--- config.mk ---
export PLATFORM = sky130hd
export DESIGN_NAME = ctie_engine
export DESIGN_NICKNAME = d
export VERILOG_FILES = /design/src/hdl/ctie_pkg.sv /design/src/hdl/ctie_engine.sv
export SDC_FILE = /design/constraint.sdc
export NUM_CORES = 1
export LEC_CHECK = 0
export ABC_AREA = 0
export BUFFER_PORTS_ARGS = -buffer_cell sky130_fd_sc_hd__buf_4
export CAP_MARGIN = 5
export CORE_AREA = 8 8 241 243
export DETAILED_ROUTE_END_ITERATION = 16
export DIE_AREA = 0 0 249 251
export PLACE_DENSITY = 0.52
export SETUP_SLACK_MARGIN = 0.05
export SYNTH_ARGS = -nofsm -noshare
export SYNTH_HDL_FRONTEND = slang
export SYNTH_SLANG_ARGS = --single-unit
--- constraint.sdc ---
create_clock -name clk -period 19.1 [get_ports clk]
set_input_delay 3.82 -clock clk [delete_from_list [all_inputs] [get_ports clk]]
set_output_delay 3.82 -clock clk [all_outputs]
set_load 0.005 [all_outputs]
--- src/hdl/ctie_pkg.sv ---
// shared types, constants and codes for the census table ingest/evict unit
`timescale 1ns / 1ps

package ctie_pkg;

  localparam int unsigned DEFAULT_TABLE_DEPTH = 256;

  localparam int KEY_W     = 64;
  localparam int OUTCOME_W = 2;
  localparam int TIME_W    = 64;
  localparam int PAYLOAD_W = 64;
  localparam int ACTION_W  = 3;
  localparam int SLOT_W    = 8;
  localparam int ROWCNT_W  = 9;

  // outcome codes; only measured and not-probed drive the table rules
  localparam logic [OUTCOME_W-1:0] OUT_MEASURED   = 2'd0;
  localparam logic [OUTCOME_W-1:0] OUT_NOT_PROBED = 2'd1;
  localparam logic [OUTCOME_W-1:0] OUT_OTHER      = 2'd2;
  localparam logic [OUTCOME_W-1:0] OUT_RESERVED   = 2'd3;

  typedef enum logic [ACTION_W-1:0] {
    ACT_IGNORED  = 3'd0,
    ACT_UPDATED  = 3'd1,
    ACT_KEPT     = 3'd2,
    ACT_INSERTED = 3'd3,
    ACT_REPLACED = 3'd4,
    ACT_REFUSED  = 3'd5
  } action_t;

  typedef enum logic [1:0] {
    ST_IDLE,
    ST_SCAN,
    ST_DECIDE,
    ST_REPORT
  } state_t;

  typedef struct packed {
    logic [KEY_W-1:0]     key;
    logic [OUTCOME_W-1:0] outcome;
    logic [TIME_W-1:0]    probe_time;
    logic [PAYLOAD_W-1:0] payload;
  } row_t;

  typedef struct packed {
    action_t             action;
    logic [SLOT_W-1:0]   slot;
    logic [ROWCNT_W-1:0] row_count;
  } result_t;

endpackage

--- src/hdl/ctie_engine.sv ---
// scan sequencer: key match and victim search over the row memory, then write-back
`timescale 1ns / 1ps

module ctie_engine #(
  parameter int unsigned TABLE_DEPTH = ctie_pkg::DEFAULT_TABLE_DEPTH,
  parameter int unsigned AW          = $clog2(TABLE_DEPTH),
  parameter int unsigned CW          = $clog2(TABLE_DEPTH + 1)
) (
  input  logic                clk,
  input  logic                rst,
  input  logic                in_valid,
  output logic                in_ready,
  input  ctie_pkg::row_t      in_row,
  output logic                res_valid,
  input  logic                res_ready,
  output ctie_pkg::result_t   res,
  output logic                wr_en,
  output logic [AW-1:0]       wr_addr,
  output ctie_pkg::row_t      wr_row,
  output logic                rd_en,
  output logic [AW-1:0]       rd_addr,
  input  ctie_pkg::row_t      rd_row
);

  localparam int SW = ctie_pkg::SLOT_W;
  localparam int RW = ctie_pkg::ROWCNT_W;
  localparam logic [CW-1:0] DEPTH_CNT = CW'(TABLE_DEPTH);

  ctie_pkg::state_t  state, state_next;
  ctie_pkg::row_t    cur;
  logic [CW-1:0]     count;
  logic [CW-1:0]     iss;
  logic              pend;
  logic [AW-1:0]     pend_idx;
  logic              match_found;
  logic [AW-1:0]     match_idx;
  logic              match_meas;
  logic [AW-1:0]     victim_idx;
  logic              victim_meas;
  logic [ctie_pkg::TIME_W-1:0] victim_time;
  ctie_pkg::result_t res_q;

  logic              iss_more;
  logic              hit;
  logic              rd_meas;
  ctie_pkg::action_t dec_action;
  logic [AW-1:0]     dec_idx;
  logic [CW-1:0]     count_next;
  logic              dec_write;

  assign iss_more = (iss < count);
  assign rd_meas  = (rd_row.outcome == ctie_pkg::OUT_MEASURED);
  assign hit      = (state == ctie_pkg::ST_SCAN) && pend && (rd_row.key == cur.key);

  // next state
  always_comb begin
    state_next = state;
    unique case (state)
      ctie_pkg::ST_IDLE: begin
        if (in_valid) begin
          state_next = (in_row.key == '0) ? ctie_pkg::ST_DECIDE : ctie_pkg::ST_SCAN;
        end
      end
      ctie_pkg::ST_SCAN: begin
        if (hit || (!iss_more && !pend)) begin
          state_next = ctie_pkg::ST_DECIDE;
        end
      end
      ctie_pkg::ST_DECIDE: state_next = ctie_pkg::ST_REPORT;
      ctie_pkg::ST_REPORT: begin
        if (res_ready) begin
          state_next = ctie_pkg::ST_IDLE;
        end
      end
      default: state_next = ctie_pkg::ST_IDLE;
    endcase
  end

  // outputs and table decision
  always_comb begin
    in_ready   = (state == ctie_pkg::ST_IDLE);
    res_valid  = (state == ctie_pkg::ST_REPORT);
    res        = res_q;
    rd_en      = (state == ctie_pkg::ST_SCAN) && iss_more && !hit;
    rd_addr    = iss[AW-1:0];
    dec_action = ctie_pkg::ACT_IGNORED;
    dec_idx    = '0;
    count_next = count;
    dec_write  = 1'b0;
    priority if (cur.key == '0) begin
      dec_action = ctie_pkg::ACT_IGNORED;
    end else if (match_found) begin
      dec_idx = match_idx;
      if (cur.outcome == ctie_pkg::OUT_NOT_PROBED && match_meas) begin
        dec_action = ctie_pkg::ACT_KEPT;
      end else begin
        dec_action = ctie_pkg::ACT_UPDATED;
        dec_write  = 1'b1;
      end
    end else if (count < DEPTH_CNT) begin
      dec_action = ctie_pkg::ACT_INSERTED;
      dec_idx    = count[AW-1:0];
      count_next = CW'(count + 1'b1);
      dec_write  = 1'b1;
    end else if (victim_meas && cur.outcome == ctie_pkg::OUT_NOT_PROBED) begin
      dec_action = ctie_pkg::ACT_REFUSED;
    end else begin
      dec_action = ctie_pkg::ACT_REPLACED;
      dec_idx    = victim_idx;
      dec_write  = 1'b1;
    end
    wr_en   = (state == ctie_pkg::ST_DECIDE) && dec_write;
    wr_addr = dec_idx;
    wr_row  = cur;
  end

  always_ff @(posedge clk) begin
    if (rst) begin
      state <= ctie_pkg::ST_IDLE;
      count <= '0;
      pend  <= 1'b0;
    end else begin
      state <= state_next;
      pend  <= rd_en;
      if (state == ctie_pkg::ST_DECIDE) begin
        count <= count_next;
      end
    end
  end

  always_ff @(posedge clk) begin
    pend_idx <= iss[AW-1:0];
    if (state == ctie_pkg::ST_IDLE && in_valid) begin
      cur         <= in_row;
      iss         <= '0;
      match_found <= 1'b0;
    end
    if (rd_en) begin
      iss <= CW'(iss + 1'b1);
    end
    if (hit) begin
      match_found <= 1'b1;
      match_idx   <= pend_idx;
      match_meas  <= rd_meas;
    end else if (state == ctie_pkg::ST_SCAN && pend) begin
      // measured rows lose the victim seat to any non-measured row, then oldest wins
      if (pend_idx == '0) begin
        victim_idx  <= pend_idx;
        victim_meas <= rd_meas;
        victim_time <= rd_row.probe_time;
      end else if (victim_meas && !rd_meas) begin
        victim_idx  <= pend_idx;
        victim_meas <= 1'b0;
        victim_time <= rd_row.probe_time;
      end else if (victim_meas == rd_meas && rd_row.probe_time < victim_time) begin
        victim_idx  <= pend_idx;
        victim_time <= rd_row.probe_time;
      end
    end
    if (state == ctie_pkg::ST_DECIDE) begin
      res_q.action    <= dec_action;
      res_q.slot      <= (dec_action == ctie_pkg::ACT_REFUSED) ? '0 : SW'(dec_idx);
      res_q.row_count <= RW'(count_next);
    end
  end

  a_count_bound : assert property (@(posedge clk) disable iff (rst)
    count <= DEPTH_CNT)
    else $error("occupied count above table depth");

  a_no_rw_overlap : assert property (@(posedge clk) disable iff (rst)
    !(wr_en && rd_en))
    else $error("row memory read and written in the same cycle");

  a_count_steps : assert property (@(posedge clk) disable iff (rst)
    (state != ctie_pkg::ST_DECIDE) |=> $stable(count))
    else $error("occupied count changed outside the write-back cycle");

  a_scan_addr : assert property (@(posedge clk) disable iff (rst)
    rd_en |-> (iss < count) && (state == ctie_pkg::ST_SCAN))
    else $error("read issued past the occupied rows");

  a_report_holds : assert property (@(posedge clk) disable iff (rst)
    (res_valid && !res_ready) |=> res_valid && $stable(res_q))
    else $error("pending result dropped or changed");

endmodule

Yosys cells after proc, flatten, opt, wreduce, memory -nomap -nowiden
Index checks and enable logic that the tools add are counted.
- register bits: 326
- input port bits: 392
- output and inout bits: 234
- word-level logic and storage cells: 93
- $add $sub $neg: 2
- order comparisons: 3
- eq/ne operators: 10
- mux-type cells: 32
- bitwise gates (word level): 1
- reduce and logical (&&, ||, !) cells: 27
- operators by type and width (kind ; count):
    2-to-1 mux 64 bit ; 3
    logical NOT 64 bit ; 2
    == test 64 bit ; 1
    < comparator 64 bit ; 1
    2-to-1 mux 8 bit ; 7
    2-to-1 mux 9 bit ; 5
    adder 9 x 1 -> 9 bit, second input constant ; 2
    logical AND 1 bit ; 11
    2-to-1 mux 2 bit ; 5
    < comparator 9 bit ; 1
    < comparator 9 bit, second input constant ; 1
    2-to-1 mux 3 bit ; 3
    AND reduction 3 bit ; 3
    logical NOT 8 bit ; 1
    2-to-1 mux 1 bit ; 8
    case mux 2 bit (4 select lines) ; 1
    == test 2 x 1 -> 1 bit, second input constant ; 2
    == test 2 bit, second input constant ; 2
    logical NOT 1 bit ; 4
    logical NOT 2 bit ; 2
    inequality test 2 bit, second input constant ; 2
    nonzero test 2 bit ; 2
    == test 3 bit, second input constant ; 1
    nonzero test 3 bit ; 1
    other kinds (4) ; 4

Longest topological paths before layout
Gate-level depths: netlist of run 1.
- depth after elaboration: 7
- depth in mapped cells: 9
- gate-level depth less buffers: 9

Worst setup path after synthesis of run 1
No wires, ideal clock.
- kind: input -> output
- from: input rd_row[151] (netlist name)
- to: output rd_en
- arrival time: 5159 ps
- data required time: 15280 ps
- setup slack: 10121 ps
- cell stages on the path: 8
- path buffers: 1
- path through: xor2_1 > nor4_1 > nand4_1 > nor4_4 > a21oi_1 > nand2_1 > buf_2 > inv_1
- word-level cells in the longest chain between the ends: 4
- ends and longest elaborated chain (item ; RTL line ; text):
    start: declaration ; ctie_engine.sv:22 ; input ctie_pkg::row_t rd_row
    == test 64 bit ; ctie_engine.sv:53 ; assign hit = (state == ctie_pkg::ST_SCAN) && pend && (rd_row.key == cur.key);
    logical AND 1 bit ; ctie_engine.sv:53 ;
    logical NOT 1 bit ; ctie_engine.sv:84 ; rd_en = (state == ctie_pkg::ST_SCAN) && iss_more && !hit;
    logical AND 1 bit ; ctie_engine.sv:84 ;
    end: declaration ; ctie_engine.sv:20 ; output logic rd_en,
Every way passes these cells.

Worst setup path in the final report of run 1
Ends and elaborated chain as after synthesis.

==> metrics.md, run 1 <==
| Metric | Value |
|---|---|
| Hold Buf Count CTS | `0` |
| VDD IR max | `0.0000488 V` |
| GRT overflow | `0` |
| Number of port buffers | `561` |
| Post-Syn Instances | `881` |
| Initial Utilization | `0.246` |
| TritonCTS clock tree | `yes` |
| Vias per cell | `4.50` |
| Design Power | `2320 uW` |
| Share of post-route cells with drive strength above 1 | `0.424` |
| Fin. max-slew vios | `0` |
| Internal | `1650 uW` |
| Die Height | `251 um` |
| Sequential power share | `0.458` |
| First-pass detailed-route iteration total | `5` |
| GR Util All Layers | `0.188` |
| Die Wd | `249 um` |
| Clock Path Buffers | `3` |
| H-tree levels | `2` |
| Final setup violation count | `0` |
| Post_cts resized | `0` |
| Critical Path Source Type | `input pin` |
| Met1 GRT Util | `0.215` |
| Final period util | `0.557` |
| Crit Path Class | `in2out` |
| Clk pwr share | `0.338` |
| Total setup buffers inserted after CTS | `0` |
| Core Rows | `86` |
| Post-synthesis sequential element count | `326` |
| Hold WC Path Type | `reg2reg` |
| Number of CTS-inserted buffers | `41` |
| DRT antenna net count | `0` |
| Status | `finished, final reports clean` |
| Switch share | `0.289` |
| Top Ports | `626` |
| Final WL | `61.6 mm` |
| Clock root cell | `clkbuf_16` |
| Final Hold Viols | `0` |
| R2R Setup Slk | `15.04 ns` |
| Placement-stage cell area | `0.0185 mm2` |
| Synthesized Nets | `1,351` |
| Clock latency on the worst-skew pair | `0.55 ns` |
| DRC | `0` |
| Worst Path Max Fanout | `11` |
| Total core area | `0.0543 mm2` |
| Worst-Margin Slew | `0.975 ns` |
| Final setup TNS | `0 ns` |
| Most common cell in the netlist | `edfxtp_1` |
| Clk pin slew, worst setup/hold paths | `0.06 ns` |
| Routed wire per std cell | `27.8 um` |
| Register area share after synthesis | `0.715` |
| Syn Area/Cell | `15.2 um2` |
| Pleak | `0.00828 uW` |
| CP required | `15.28 ns` |
| GR Util met3 | `0.0576` |
| Detailed router's first-iteration violation count | `777` |
| Netlist cell types | `45` |
| Final Cell Area | `0.0198 mm2` |
| Clk sink count | `326` |
| Prevailing post-synth register cell | `edfxtp_1` |
| Share of flip-flops with an asynchronous set or reset | `0` |
| Logic pwr share | `0.204` |
| Sw Pwr | `670 uW` |
| EDFF count, synth | `305` |
| Cell type with the largest total area after synthesis | `edfxtp_1` |
| GR peak layer | `met2` |
| CP endpoint kind | `output port` |
| Total die area | `0.0625 mm2` |
| Met2 layer usage reported by global route | `0.330` |
| Setup Skew | `0.0121 ns` |
| Dpl hpwl | `50.8 mm` |
| Power Density | `117 mW/mm2` |
| Mapped cell area | `0.0134 mm2` |
| Largest net degree at the start of global routing | `71` |
| Max-Slew Margin vs Limit | `0.344` |
| Initial antenna violation count | `17` |
| Area contributors post-synth | `edfxtp_1 (68%), ha_1 (7.3%), xor2_1 (4.6%)` |
| Synth top cells by count | `edfxtp_1 (305), inv_1 (82), ha_1 (78), xor2_1 (70), nor2_1 (57)` |
| RSZ-0062 raised after global routing | `no` |
| Area delta synth->final | `47.9%` |
| Maxcap violations | `0` |
| Tmin final | `10.64 ns` |
| RD Place Congestion | `0.986` |
| Fmax | `93.9 MHz` |
| Vias in the first global route | `10,263` |
| Synth Warn # | `0` |
| DR vias | `9,957` |
| Yosys top cell area share | `0.684` |
| Crit path DAT | `6.82 ns` |
| Nets | `1,945` |
| Global-route wire length before repair | `83.3 mm` |
flip-flops by register name (all words and copies together), names as in the netlist:
name	flops
wr_row	194
victim_time	64
match_meas	1
count	9
state	2
victim_meas	1
pend_idx	8
res	20
match_found	1
iss	9
pend	1
match_idx	8
victim_idx	8
critical path, cell delays in order:
cell	delay [ns]
buf_4	0.11
xor2_1	0.15
nor4_1	0.85
nand4_1	0.47
nor4_4	0.61
a21oi_1	0.18
nand2_1	0.33
inv_1	0.13
buf_4	0.16
metal layers:
metal	vias up	wire length (um)
li1	4505	-
met1	4886	23400
met2	468	31100
met3	98	4940
met4	0	2160
met5	-	0
area by class of cell:
cell class                 instances  area [um2]
fill                            5296       34500
multi-input combinational        457        3430
timing repair buffer             567        4260
inverter                          82         313
sequential                       326        9580
antenna                            3        7.51
tap                              704         881
clock inverter                    26         290
clock buffer                      48        1050
stage by stage:
stage               hold WS (ns)  setup slack [ns]  utilization  std cells
global placement           0.433              8.53        0.340       2136
detailed placement         0.435              8.54        0.340       2136
floorplan                  0.417             10.12            -        881
finish                     0.439              8.46        0.365       2213
global route               0.472              8.45        0.365       2213
CTS                        0.429              8.53        0.364       2210
cell usage in the layout (no fill, tap or decap), drive strengths merged, types with 4 or more instances in the layout:
master and n:
clkbuf 48, nor3 4, nand3 14, bufinv 6, xnor2 15, nand2 32
dfxtp 21, and4 5, nand4 23, buf 567, edfxtp 305, nor2 57
nor2b 5, o21ai 16, nand2b 6, nor4 49, a21o 7, and3 6
clkinv 15, inv 84, ha 78, xor2 70, a31oi 4, a21oi 25
a222oi 8, or4 4
logic make-up after synthesis:
family | count (synthesis) | share of synthesized area
AOI/OAI and AO/OA | 80 | 0.0401
adders and majority gates | 78 | 0.0729
buffers and inverters | 98 | 0.0300
DFF | 326 | 0.715
and+or+nand+nor | 214 | 0.0861
xor gates and xnor gates | 85 | 0.0556
power groups by stage:
stage	Sequential (uW)	Combinational [uW]	Clock, uW
CTS	1060	484	807
finish	1060	474	784
global route	1070	513	830
detailed placement	1070	482	0
floorplan	1050	157	0
global placement	1070	481	0
final timing paths:
kind | from | to | depth (start not counted)
worst min register to register | pend_idx[6] | match_idx[6] | 0
worst max register to register | wr_row[168] | victim_time[49] | 8
worst min-delay path | pend_idx[6] | match_idx[6] | 0
worst max-delay path | rd_row[151] | rd_en | 9
No activity file was read; power rests on OpenSTA's default activity.
==> run 2, diff against run 1 <==
--- a/config.mk
+++ b/config.mk
@@ -8,10 +8,10 @@
 export ABC_AREA = 0
 export BUFFER_PORTS_ARGS = -buffer_cell sky130_fd_sc_hd__buf_4
 export CAP_MARGIN = 5
-export CORE_AREA = 8 8 241 243
+export CORE_AREA = 8 8 236 238
 export DETAILED_ROUTE_END_ITERATION = 16
-export DIE_AREA = 0 0 249 251
-export PLACE_DENSITY = 0.52
+export DIE_AREA = 0 0 244 246
+export PLACE_DENSITY = 0.55
 export SETUP_SLACK_MARGIN = 0.05
 export SYNTH_ARGS = -nofsm -noshare
 export SYNTH_HDL_FRONTEND = slang
==> constraint.sdc (replaced) <==
create_clock -name clk -period 9.3 [get_ports clk]
set_input_delay 1.86 -clock clk [delete_from_list [all_inputs] [get_ports clk]]
set_output_delay 1.86 -clock clk [all_outputs]
set_load 0.005 [all_outputs]
==> metrics.md, run 2 (same netlist as run 1, synthesis figures left out) <==
| Metric | Value |
|---|---|
| Status | `finished, final reports clean` |
| Commonest non-fill, non-tap cell in the layout | `buf_4` |
| Area delta synth->final | `47.6%` |
| Final setup violation count | `0 (unchanged)` |
| CP most frequent cell | `buf_4` |
| Total setup buffers inserted after CTS | `0 (unchanged)` |
| Detailed router's first-iteration violation count | `532 (-32%)` |
| R2R Setup Slk | `5.65 ns (-9.39 ns)` |
| Die Wd | `244 um (-2.0%)` |
| Fmax | `160 MHz` |
| CP max stage delay | `0.77 ns (-0.08 ns)` |
| Final Hold Viols | `0 (unchanged)` |
| Crit path cell chain | `buf_4 > xor2_1 > nor4_1 > nand4_1 > nor4_4 > a21oi_1 > nand2_1 > inv_1 > buf_4` |
| Crit path buffers/inverters | `3 (unchanged)` |
| RSZ-0062 raised after global routing | `no` |
| Max-Slew Margin vs Limit | `0.298 (-0.0455)` |
| Clock root cell | `clkbuf_16` |
| Worst reg-to-reg path cell count | `8 (unchanged)` |
| Vias per cell | `4.53 (+0.68%)` |
| First-pass detailed-route iteration total | `6 (+1)` |
| CP delay by family, top | `simple AND/OR/NAND/NOR gates` |
| Total die area | `0.0600 mm2 (-4.0%)` |
| Maxcap violations | `0 (unchanged)` |
| Worst-Margin Slew | `1.05 ns (+0.0772 ns)` |
| CP max-delay cell | `nor4_1` |
| Nets | `1,943 (-0.10%)` |
| CP required | `7.44 ns (-7.84 ns)` |
| R2r startpoint | `wr_row[164]` |
| Top Ports | `626 (unchanged)` |
| Vias in the first global route | `10,171 (-0.90%)` |
| Largest net degree at the start of global routing | `140 (+97%)` |
| WHS Path Cells | `0 (unchanged)` |
| Design Power | `4730 uW (+100%)` |
| DRT antenna net count | `0 (unchanged)` |
| Clock latency on the worst-skew pair | `0.55 ns (about the same)` |
| DRC | `0 (unchanged)` |
| Final Cell Area | `0.0198 mm2 (-0.25%)` |
| Die Height | `246 um (-2.0%)` |
| Post_cts resized | `0 (unchanged)` |
| Initial Utilization | `0.257 (+0.0110)` |
| H-tree levels | `2 (unchanged)` |
| Final setup TNS | `0 ns (unchanged)` |
| Hold Buf Count CTS | `0 (unchanged)` |
| # fillers | `5,071 (-4.2%)` |
| Tmin final | `6.26 ns` |
| Total core area | `0.0520 mm2 (-4.3%)` |
| Area of the multi-input gates | `0.00343 mm2 (unchanged)` |
| RD Place Congestion | `0.940 (-4.7%)` |
| Fin. max-slew vios | `0 (unchanged)` |
| Dpl hpwl | `51.9 mm (+2.2%)` |
| DR vias | `9,957 (unchanged)` |
| Clock Path Buffers | `3 (unchanged)` |
| Pleak | `0.00826 uW (-0.23%)` |
| Hold WC Path Type | `reg2reg` |
| Crit path DAT | `4.40 ns (-2.42 ns)` |
| Clk pin slew, worst setup/hold paths | `0.05 ns (about the same)` |
| Share of post-route cells with drive strength above 1 | `0.421 (-0.00276)` |
| Setup slack after layout | `3.04 ns (-5.42 ns)` |
| Global-route wire length before repair | `83.0 mm (-0.39%)` |
| Clk sink count | `326 (unchanged)` |
| Pre-CTS WS | `2.88 ns (-5.66 ns)` |
| Final period util | `0.674` |
| Worst reg2reg path endpoint | `victim_time[41]` |
| CP endpoint kind | `output port` |
| Core Rows | `84 (-2.3%)` |
| Setup Skew | `0.0122 ns (+0.000107 ns)` |
| Power Density | `239 mW/mm2 (+100%)` |
| Routed wire per std cell | `28.6 um (+2.6%)` |
| Commonest non-fill, non-tap cells in the layout | `buf_4 (566), edfxtp_1 (305), inv_1 (81), ha_1 (78), xor2_1 (70)` |
| Hold Path End | `match_idx[2]` |
| Crit Path Class | `in2out` |
| Hold Crit Start | `pend_idx[2]` |
| GR Util All Layers | `0.199 (+0.0109)` |
| Critical Path Source Type | `input pin` |
| Number of CTS-inserted buffers | `40 (-2.4%)` |
| Number of port buffers | `561 (unchanged)` |
| TritonCTS clock tree | `yes` |
| Initial antenna violation count | `21 (+4)` |
| VDD IR max | `0.000139 V (+190%)` |
| Final WL | `62.8 mm (+2.0%)` |
| Placement-stage cell area | `0.0184 mm2 (-0.14%)` |
| Worst Path Max Fanout | `11 (unchanged)` |
| Reg area | `0.00958 mm2 (unchanged)` |
| Max reg flops | `194 (unchanged)` |
| GRT overflow | `0 (unchanged)` |
[run 2: power by group]
| part | total, uW | internal [uW] | switching, uW |
|---|---|---|---|
| Sequential | 2160 | 1960 | 203 |
| Clock | 1590 | 956 | 634 |
| Combinational | 981 | 453 | 528 |
| Total | 4730 | 3370 | 1370 |
[run 2: area by class of cell]
type,count,area share
diodes,6,0.000760
clock buffers,52,0.0545
repair buffers,566,0.215
inverters,82,0.0160
clock inverters,21,0.0118
multi-input cells,457,0.174
flip-flops and latches,326,0.485
well taps,688,0.0436
[run 2: per-layer routing]
layer,part of all wire,track usage
met5,0.00021,0
met4,0.034,0.0726
met3,0.090,0.0724
met2,0.50,0.341
met1,0.37,0.226
[run 2: worst max-delay path by stage]
stage,startpoint,to,slack (ns),depth (start not counted)
finish,rd_row[141],rd_en,3.04,9
CTS,rd_row[151],rd_en,2.87,9
global placement,rd_row[151],rd_en,2.89,9
detailed placement,rd_row[151],rd_en,2.88,9
floorplan,rd_row[109],victim_idx[0],2.34,8
global route,rd_row[151],rd_en,2.78,9
[run 2: metrics by stage]
stage	instances	hold slack [ns]	util
floorplan	881	0.417	-
global placement	2119	0.439	0.354
detailed placement	2119	0.448	0.354
CTS	2192	0.446	0.380
global route	2195	0.466	0.380
finish	2198	0.462	0.380
==> run 3, diff against run 2 <==
--- a/config.mk
+++ b/config.mk
@@ -11,7 +11,7 @@
 export CORE_AREA = 8 8 236 238
 export DETAILED_ROUTE_END_ITERATION = 16
 export DIE_AREA = 0 0 244 246
-export PLACE_DENSITY = 0.55
+export PLACE_DENSITY = 0.54
 export SETUP_SLACK_MARGIN = 0.05
 export SYNTH_ARGS = -nofsm -noshare
 export SYNTH_HDL_FRONTEND = slang
==> constraint.sdc (replaced) <==
create_clock -name clk -period 6.3 [get_ports clk]
set_input_delay 1.26 -clock clk [delete_from_list [all_inputs] [get_ports clk]]
set_output_delay 1.26 -clock clk [all_outputs]
set_load 0.005 [all_outputs]
==> metrics.md, run 3 (same netlist as run 1, synthesis figures left out) <==
| Metric | Value |
|---|---|
| Sw Pwr | `1840 uW (+35%)` |
| GR Util All Layers | `0.149 (-0.0499)` |
| DRC | `0 (unchanged)` |
| Util after Layout | `0.380 (about the same)` |
| Die Height | `246 um (unchanged)` |
| Worst reg2reg path endpoint | `victim_time[19]` |
| Max-Slew Margin vs Limit | `0.435 (+0.136)` |
| VDD IR max | `0.000210 V (+51%)` |
| Switch share | `0.272 (-0.0160)` |
| Crit path DAT | `3.49 ns (-0.91 ns)` |
| Die Wd | `244 um (unchanged)` |
| Post_cts resized | `0 (unchanged)` |
| R2R Setup Slk | `2.80 ns (-2.85 ns)` |
| Clk sink count | `326 (unchanged)` |
| Number of port buffers | `561 (unchanged)` |
| Top Ports | `626 (unchanged)` |
| Core Rows | `84 (unchanged)` |
| Fmax | `210 MHz` |
| Clock root cell | `clkbuf_16` |
| Nets | `1,944 (+0.051%)` |
| Total die area | `0.0600 mm2 (unchanged)` |
| Crit Path Class | `in2out` |
| Vias in the first global route | `10,129 (-0.41%)` |
| Crit path buffers/inverters | `3 (unchanged)` |
| Clock latency on the worst-skew pair | `0.55 ns (about the same)` |
| Setup Skew | `0.0204 ns (+0.00817 ns)` |
| CP required | `5.04 ns (-2.40 ns)` |
| First-pass detailed-route iteration total | `6 (unchanged)` |
| GRT overflow | `0 (unchanged)` |
| CP Depth | `9 (unchanged)` |
| Initial antenna violation count | `5 (-76%)` |
| Logic pwr share | `0.200 (-0.007)` |
| Final Hold Viols | `0 (unchanged)` |
| CP most frequent cell | `buf_4` |
| RD Place Congestion | `0.878 (-6.6%)` |
| Fin. max-slew vios | `0 (unchanged)` |
| Status | `finished, final reports clean` |
| Internal | `4910 uW (+46%)` |
| DRT antenna net count | `0 (unchanged)` |
| Critical Path Source Type | `input pin` |
| Total core area | `0.0520 mm2 (unchanged)` |
| Vias per cell | `4.32 (-4.6%)` |
| RSZ-0062 raised after global routing | `no` |
| Hold WC Path Type | `reg2reg` |
| CP max-delay cell | `nor4_1` |
| Design Power | `6740 uW (+43%)` |
| Clk pin slew, worst setup/hold paths | `0.05 ns (about the same)` |
| Initial Utilization | `0.257 (unchanged)` |
| Commonest non-fill, non-tap cells in the layout | `buf_4 (565), edfxtp_1 (305), inv_1 (81), ha_1 (78), xor2_1 (70)` |
| Final period util | `0.754` |
| CP Launch Point | `rd_row[193]` |
| Worst-Margin Slew | `0.840 ns (-0.212 ns)` |
| Dpl hpwl | `38.2 mm (-26%)` |
| Total setup buffers inserted after CTS | `0 (unchanged)` |
| Final WL | `46.9 mm (-25%)` |
| Commonest non-fill, non-tap cell in the layout | `buf_4` |
| Clock Path Buffers | `3 (unchanged)` |
| Worst setup path end | `rd_en` |
| Maxcap violations | `0 (unchanged)` |
| Share of post-route cells with drive strength above 1 | `0.424 (+0.00294)` |
| Final setup TNS | `0 ns (unchanged)` |
| Worst hold slack | `0.449 ns (-0.0137 ns)` |
| Detailed router's first-iteration violation count | `467 (-12%)` |
| Clk pwr share | `0.334 (-0.002)` |
| Hold Buf Count CTS | `0 (unchanged)` |
| Max reg flops | `194 (unchanged)` |
| Final setup violation count | `0 (unchanged)` |
| Worst Path Max Fanout | `4 (-7)` |
| Largest net degree at the start of global routing | `121 (-14%)` |
| Routed wire per std cell | `21.4 um (-25%)` |
| Tmin final | `4.75 ns` |
| Global-route wire length before repair | `67.1 mm (-19%)` |
| DR vias | `9,487 (-4.7%)` |
| Number of CTS-inserted buffers | `40 (unchanged)` |
| CP delay by family, top | `simple AND/OR/NAND/NOR gates` |
| Area delta synth->final | `47.6% (about the same)` |
| H-tree levels | `2 (unchanged)` |
| Worst reg-to-reg path cell count | `10 (+2)` |
| CP max stage delay | `0.63 ns (-0.14 ns)` |
| CP endpoint kind | `output port` |
| Sequential power share | `0.466 (+0.009)` |
| R2r startpoint | `victim_time[30]` |
| Pleak | `0.00826 uW (about the same)` |
| Crit path cell chain | `buf_4 > xor2_1 > nor4_1 > nand4_1 > nor4_4 > a21oi_1 > nand2_1 > inv_1 > buf_4` |
| TritonCTS clock tree | `yes` |
| Power Density | `341 mW/mm2 (+42%)` |
[run 3: cell count changes in the layout (fill, tap and decap cells not counted), sizes merged]
| cell | before | now |
|---|---|---|
| buf | 566 | 567 |
| clkinvlp | 2 | 4 |
| clkbuf | 52 | 47 |
| diode | 6 | 4 |
| bufinv | 5 | 3 |
| clkinv | 12 | 15 |
[run 3: layout make-up]
class | count | area (um2)
Sequential cell | 326 | 9580
Multi-Input combinational cell | 457 | 3430
Inverter | 82 | 315
Clock buffer | 47 | 1080
Clock inverter | 24 | 214
Timing Repair Buffer | 567 | 4280
Fill cell | 4939 | 32300
Antenna cell | 4 | 10.0
Tap cell | 688 | 861
[run 3: worst min-delay path by stage]
| stage | startpoint | endpoint | slack (ns) | cells after the start |
|---|---|---|---|---|
| finish | pend_idx[6] | match_idx[6] | 0.45 | 0 |
| global route | pend_idx[5] | victim_idx[5] | 0.47 | 0 |
| CTS | pend_idx[6] | match_idx[6] | 0.45 | 0 |
| detailed placement | pend_idx[2] | match_idx[2] | 0.44 | 0 |
| global placement | pend_idx[3] | victim_idx[3] | 0.43 | 0 |
| floorplan | pend_idx[2] | match_idx[2] | 0.42 | 0 |
[run 3: metrics by stage]
stage          cells  setup WS, ns  instance area (um2)
6_report        2195          1.55                19800
5_1_grt         2192          1.31                19800
4_1_cts         2191          1.39                19800
3_5_place_dp    2120          1.42                18500
3_3_place_gp    2120          1.40                18500
2_1_floorplan    881         0.660                13400
[run 3: worst reg2reg max path: stages, from the launching register on]
cell and delay (ns):
edfxtp_1 0.32, inv_1 0.04, ha_1 0.30, nand4_1 0.25
nor4_1 0.47, o211ai_1 0.17, a41o_1 0.27, a41o_1 0.28
a31oi_1 0.40, o21bai_4 0.28, buf_12 0.26
[run 3: power groups by stage]
stage          Clock [uW]  Combinational [uW]  Sequential [uW]
6_report             2250                1350             3140
5_1_grt              2400                1480             3180
4_1_cts              2320                1380             3140
3_5_place_dp            0                1380             3180
3_3_place_gp            0                1370             3180
2_1_floorplan           0                 475             3190
[run 3: routing by layer]
layer	global-route usage	up-vias	wire length, um
li1	-	4498	-
met1	0.167	4433	17800
met2	0.251	473	22600
met3	0.0621	81	4900
met4	0.0564	2	1620
met5	0	-	14
